`config.mk`:
```
export PLATFORM = sky130hd
export DESIGN_NAME = sypg_cell
export DESIGN_NICKNAME = d
export VERILOG_FILES = /design/src/hw/rtl/sypg_pkg.sv /design/src/hw/rtl/sypg_cell.sv
export SDC_FILE = /design/constraint.sdc
export NUM_CORES = 1
export LEC_CHECK = 0
export BUFFER_PORTS_ARGS = -buffer_cell sky130_fd_sc_hd__buf_2
export CORE_MARGIN = 8
export CORE_UTILIZATION = 25
export DETAILED_ROUTE_END_ITERATION = 10
export REMOVE_ABC_BUFFERS = 1
export SKIP_LAST_GASP = 1
export SLEW_MARGIN = 5
export SYNTH_ARGS = -nofsm -noshare
export SYNTH_HDL_FRONTEND = slang
export SYNTH_SLANG_ARGS = --single-unit
```
`constraint.sdc`:
```
create_clock -name clk -period 14.9 [get_ports clk]
set_input_delay 0 -clock clk [delete_from_list [all_inputs] [get_ports clk]]
set_output_delay 0 -clock clk [all_outputs]
set_load 0.02 [all_outputs]
```
`src/hw/rtl/sypg_pkg.sv`:
```
// Shared types and constants for the y-gap point segmentation block.
package sypg_pkg;

    // Widths fixed by the point format
    localparam int unsigned COORD_W  = 32;
    localparam int unsigned COLOR_W  = 24;
    localparam int unsigned REGION_W = 6;
    localparam logic [REGION_W-1:0] REGION_MAX = {REGION_W{1'b1}};

    // Controller state codes
    localparam logic [1:0] ST_LOAD   = 2'd0;
    localparam logic [1:0] ST_SETTLE = 2'd1;
    localparam logic [1:0] ST_DRAIN  = 2'd2;

    // One stored point
    typedef struct packed {
        logic signed [COORD_W-1:0] x;
        logic signed [COORD_W-1:0] y;
        logic signed [COORD_W-1:0] z;
        logic        [COLOR_W-1:0] color;
    } point_t;

    // A point with its occupancy mark, as held in or moved along the chain;
    // displaced marks a point pushed out of its cell by an arriving point
    typedef struct packed {
        logic   valid;
        logic   displaced;
        point_t pt;
    } cell_word_t;

endpackage

```
`src/hw/rtl/sypg_cell.sv`:
```
// One cell of the insertion chain: holds one point and passes the larger one on.
module sypg_cell (
    input  logic                 clk,
    input  logic                 rst_n,
    input  logic                 shift,      // drain: take the right neighbor's point
    input  sypg_pkg::cell_word_t travel_in,  // point arriving from the left
    input  sypg_pkg::cell_word_t shift_in,   // right neighbor's stored point
    output sypg_pkg::cell_word_t stored,
    output sypg_pkg::cell_word_t travel_out  // point handed to the right
);

    logic                 stored_valid_reg;
    sypg_pkg::point_t     stored_pt_reg;
    logic                 travel_valid_reg;
    logic                 travel_displaced_reg;
    sypg_pkg::point_t     travel_pt_reg;
    sypg_pkg::cell_word_t stored_cur, stored_next;
    sypg_pkg::cell_word_t travel_cur, travel_next;
    logic                 take_new;

    // Assemble the held words
    always_comb
    begin
        stored_cur.valid     = stored_valid_reg;
        stored_cur.displaced = 1'b0;
        stored_cur.pt        = stored_pt_reg;
        travel_cur.valid     = travel_valid_reg;
        travel_cur.displaced = travel_displaced_reg;
        travel_cur.pt        = travel_pt_reg;
    end

    // Keep the smaller y; a new point stays behind an equal one, while a
    // displaced point is older than any equal point further on and claims the cell
    assign take_new = !stored_cur.valid
                   || ($signed(travel_in.pt.y) < $signed(stored_cur.pt.y))
                   || (travel_in.displaced
                       && ($signed(travel_in.pt.y) == $signed(stored_cur.pt.y)));

    always_comb
    begin
        stored_next       = stored_cur;
        travel_next       = travel_cur;
        travel_next.valid = 1'b0;
        if (shift)
        begin
            stored_next = shift_in;
        end
        else if (travel_in.valid)
        begin
            if (take_new)
            begin
                stored_next           = travel_in;
                travel_next           = stored_cur;
                travel_next.displaced = 1'b1;
            end
            else
            begin
                travel_next = travel_in;
            end
        end
    end

    // Hold occupancy under reset; payload needs none
    always_ff @(posedge clk or negedge rst_n)
    begin
        if (!rst_n)
        begin
            stored_valid_reg <= 1'b0;
            travel_valid_reg <= 1'b0;
        end
        else
        begin
            stored_valid_reg <= stored_next.valid;
            travel_valid_reg <= travel_next.valid;
        end
    end

    always_ff @(posedge clk)
    begin
        stored_pt_reg        <= stored_next.pt;
        travel_pt_reg        <= travel_next.pt;
        travel_displaced_reg <= travel_next.displaced;
    end

    assign stored     = stored_cur;
    assign travel_out = travel_cur;

endmodule

```
# Word level (Yosys, flattened, before mapping)

Index checks and enable logic that the tools add are counted.
W data, S select, Z words.

Output and inout bits: 244
Flip-flop bits (word level): 243

Reduce and logical (&&, ||, !) cells: 8
Muxes and demuxes: 6
$lt $le $gt $ge: 1
Bitwise logic cells: 1
Equality and inequality tests: 1

Operator list:

| operator            | count |
|---|---|
| $mux W122           | 6 |
| $eq A32 B32 Y1      | 1 |
| $lt A32 B32 Y1      | 1 |
| $reduce_and A2 Y1   | 2 |
| $reduce_bool A2 Y1  | 2 |
| $logic_or A1 B1 Y1  | 2 |
| $logic_and A1 B1 Y1 | 1 |
| $logic_not A1 Y1    | 1 |
| $not A1 Y1          | 1 |

# Depth between registers and ports, before layout

Depth in word-level cells: 6
Mapped depth: 11

# Least setup slack after synthesis

Ideal clock, no wire load.

Kind: input-to-reg
Start: input shift
End: register travel_displaced_reg (enable)
Library setup time: 604 ps
Path buffers: 2
Stages on the path: 3
Required time: 14,296 ps
Data arrival time: 5,426 ps
Slack: 8,870 ps
Cells stage by stage: clkbuf_1 > clkbuf_1 > nor2_1

Cells in the longest elaborated chain, start to end: 2

RTL lines:

| what                        | line            | text |
|---|---|---|
| from (decl)                 | sypg_cell.sv:5  | `input logic shift,` |
| $not A1 Y1 (no line)        | -               |  |
| $reduce_and A2 Y1 (no line) | -               |  |
| to (signal assigned)        | sypg_cell.sv:82 | `travel_displaced_reg <= travel_next.displaced;` |
| to (decl)                   | sypg_cell.sv:15 | `logic travel_displaced_reg;` |

No other way between the ends.
A chain may end at the register's enable or synchronous reset.

# Worst setup path in the final report

Start: register stored_pt_reg (netlist bit stored[87])
End: register stored_pt_reg (netlist bit stored[98]) (enable)

Cells in the longest elaborated chain, start to end: 5

RTL lines:

| what                                                      | line                             | text |
|---|---|---|
| from (decl)                                               | sypg_cell.sv:13                  | `sypg_pkg::point_t stored_pt_reg;` |
| from (signal assigned)                                    | sypg_cell.sv:80                  | `stored_pt_reg <= stored_next.pt;` |
| $lt A32 B32 Y1 or $eq A32 B32 Y1 (tied branches)          | sypg_cell.sv:35, sypg_cell.sv:37 |  |
| $logic_or A1 B1 Y1 or $logic_and A1 B1 Y1 (tied branches) | sypg_cell.sv:35, sypg_cell.sv:37 |  |
| $logic_or A1 B1 Y1 *                                      | sypg_cell.sv:36                  | `\|\| (travel_in.displaced` |
| $reduce_bool A2 Y1 (no line) *                            | -                                |  |
| $reduce_and A2 Y1 (no line) *                             | -                                |  |

Mark *: on every way between the ends. The rest lies on a longest branch, timed or not.

==> results.sh <==
export IMPL_ys_warnings_count=0
export IMPL_grt_use_total_pct=14.8
export IMPL_largest_area_contributor_in_the_netlist="edfxtp_1"
export IMPL_clkSlewWorstSetupHoldPaths_ps=60
export IMPL_grt_overflow=0
export IMPL_power_leakage_nw=8.19
export IMPL_synth_cells_most_frequent="241 x edfxtp_1, 121 x a22o_1, 89 x mux2_4, 34 x inv_1, 32 x ha_1"
export IMPL_detailedPlace_worstSlack_ps=9700
export IMPL_power_net_switching_mw=0.574
export IMPL_tritoncts_num_sinks=243
export IMPL_gp_congestion=0.841
export IMPL_setup_viol=0
export IMPL_final_hold_viol_count=0
export IMPL_cp_arrival_ps=5120
export IMPL_holdCritPathClass="in2reg"
export IMPL_drt_iter0_drc=499
export IMPL_clockPowerShare_pct=31.3
export IMPL_die_area_um2=51800
export IMPL_boundaryPins=491
export IMPL_clock_tree_root_cell="clkbuf_16"
export IMPL_dpl_instance_area_um2=14200
export IMPL_clk_insertion_delay_late_ps=550
export IMPL_final_period_minus_worst_setup_slack_ps=4960
export IMPL_synth_sequential_area_ratio_pct=65.1
export IMPL_number_of_antenna_violations_at_the_first_check_in_global_routing=2
export IMPL_post_route_drc_count=0
export IMPL_busiest_layer="met2"
export IMPL_layout_nets=1745
export IMPL_fp_dieW_um=228
export IMPL_cts_tree="built"
export IMPL_post_route_setup_tns_ps=0
export IMPL_postCtsSetupBuffers=0
export IMPL_cts_buffers=28
export IMPL_synth_edff_count=241
export IMPL_design_area_um2=18400
export IMPL_cp_max_fo=61
export IMPL_groute_layer_met1_usage_pct=17.2
export IMPL_grt_met3_usage_pct=3.61
export IMPL_synthTopCellsByArea="edfxtp_1 65%, mux2_4 12%, a22o_1 9.5%"
export IMPL_hpwlAfterDp_mm=26.9
export IMPL_fmaxAchievable_mhz=202
export IMPL_final_antenna_net_count=0
export IMPL_post_route_period_util_pct=33.3
export IMPL_postSynth_topFlopCell="edfxtp_1"
export IMPL_via_count=9354
export IMPL_drt_pre_antenna_iters=5
export IMPL_ffs_w_async_s_r_synth_pct=0.823
export IMPL_fraction_of_final_layout_cells_with_drive_strength_greater_than_1_pct=44.0
export IMPL_use_met2_pct=26.2
export IMPL_p_int_mw=1.48
export IMPL_fp_coreArea_um2=44200
export IMPL_worst_endpoint_required_ps=15060
export IMPL_post_synth_cell_area_avg_um2=17.2
export IMPL_netlist_cell_type_count=35
export IMPL_combinationalPowerShare_pct=26.0
export IMPL_cell_row_count=77
export IMPL_timing_final_ws_setup_ps=9940
export IMPL_layout_area_overhead_vs_synth_pct=64.0
export IMPL_setup_worst_path_start_class="flip-flop"
export IMPL_timing_max_cap_violations=0
export IMPL_largest_net_degree_at_the_start_of_global_routing=68
export IMPL_report_final_slew_viol_count=0
export IMPL_critical_path_endpoint_type="flip-flop"
export IMPL_pwr_share_seq_pct=42.7
export IMPL_layout_filler_cells=4006
export IMPL_drt_wl_total_mm=41.3
export IMPL_path_class="reg2reg"
export IMPL_die_height_um=228
export IMPL_cts_buffer_depth=3
export IMPL_synthesis_instances=652
export IMPL_timing_slew_headroom_pct=34.0
export IMPL_ir_drop_mv=0.0883
export IMPL_start_util_pct=25.3
export IMPL_avgRoutedWirePerCell_um=19.8
export IMPL_tightest_slew_ps=991
export IMPL_grt_first_pass_wirelength_mm=60.1
export IMPL_synthesis_area_um2=11200
export IMPL_first_global_vias=10400
export IMPL_synthDominantCellAreaShare_pct=64.6
export IMPL_postSynthRegisterBits=243
export IMPL_ctsHtreeMaxLevel=1
export IMPL_power_switching_share_pct=27.9
export IMPL_status="complete, no violations"
export IMPL_synth_most_common_cell="edfxtp_1"
export IMPL_power_density_cell_area_nw_per_um2=112
export IMPL_fin_skew_ps=13.6
export IMPL_port_buffers=488
export IMPL_unrepaired_setup_endpoints_after_global_routing="no"
export IMPL_viasPerCell=4.49
[power by group through the flow]
stage	Clock (mW)	Sequential [mW]	Combinational [mW]
2_1_floorplan	0	0.977	0.238
3_3_place_gp	0	0.888	0.446
3_5_place_dp	0	0.891	0.451
4_1_cts	0.665	0.878	0.535
5_1_grt	0.685	0.886	0.569
6_report	0.643	0.879	0.534
[worst max-delay path, cell delays in order (launching register included)]
cell      delay [ps]
edfxtp_1         380
inv_1             60
ha_1             360
nand4_1          270
nor4_1           700
nand4_1          370
nand3_4          760
a21o_4           790
buf_4            790
[stage by stage]
stage                     cells  hold WS (ps)  util [%]  power, mW
final                      2083           299      41.5       2.06
after global routing       2081           284      41.5       2.14
after CTS                  2079           251      41.5       2.08
after detailed placement   1696          -210      32.1       1.34
after global placement     1696          -214      32.1       1.33
after floorplan             608          -296         -       1.22
[kinds of logic (layout without fill, tap and decap cells)]
family,Yosys count,count (layout),share of synthesized area [%]
fa+ha+maj,32,32,3.57
flops,243,243,65.1
mux,120,120,15.0
compound gates,146,146,10.9
buf+inv,78,913,3.81
other cells,1,5,0.0335
simple gates,32,32,1.60
[layout by cell type, fill, tap and decap left out, types with 2 or more instances in the layout]
master / netlist / final
a21boi_0: 2 / 2
a21oi_1: 12 / 12
a22o_1: 121 / 121
buf_2: 5 / 487
buf_4: 16 / 9
clkbuf_1: 13 / 9
clkbuf_16: 0 / 29
clkinv_1: 0 / 8
clkinv_2: 0 / 2
clkinvlp_4: 0 / 2
dfrtp_1: 2 / 2
diode_2: 0 / 4
dlygate4sd3_1: 0 / 332
edfxtp_1: 241 / 241
ha_1: 32 / 32
inv_1: 34 / 34
mux2_2: 31 / 31
mux2_4: 89 / 89
nand2_1: 6 / 6
nand3_1: 5 / 4
nand4_1: 9 / 9
nor2_1: 3 / 2
nor3_1: 2 / 2
o21ai_0: 3 / 3
[area by class of cell]
cell class              instances  area (um^2)  area share, %
repair buffers                828         5830           31.7
well taps                     592          741           4.03
inverters                      34          128          0.695
flip-flops and latches        243         7290           39.7
clock buffers                  38          759           4.14
clock inverters                13         85.1          0.463
multi-input cells             331         3520           19.2
diodes                          4         10.0         0.0545
[metal layers]
| layer | wire [um] | part of all wire, % |
|---|---|---|
| met2 | 20500 | 50 |
| met4 | 1320 | 3.2 |
| met3 | 3440 | 8.3 |
| met1 | 16000 | 39 |
| met5 | 0 | 0 |
[repair_timing]
item                                   in CTS  in global routing
resized for setup                           0                  0
hold buffers                              332                  0
endpoints found under the hold margin     244                  0
[path summary, 6_finish.rpt]
check | depth (start not counted) | from | slack, ps | endpoint
worst min register to register | 1 | stored[22] | 570 | travel_out[22]
worst min-delay path | 3 | shift_in[9] | 300 | stored[9]
worst max-delay path | 8 | stored[87] | 9940 | stored[98]
min in group asynchronous | 3 | rst_n | 310 | stored_valid_reg
max in group asynchronous | 3 | rst_n | 14470 | travel_valid_reg
worst max register to register | 8 | stored[87] | 9940 | stored[98]
(Power assumes the default switching activity.)
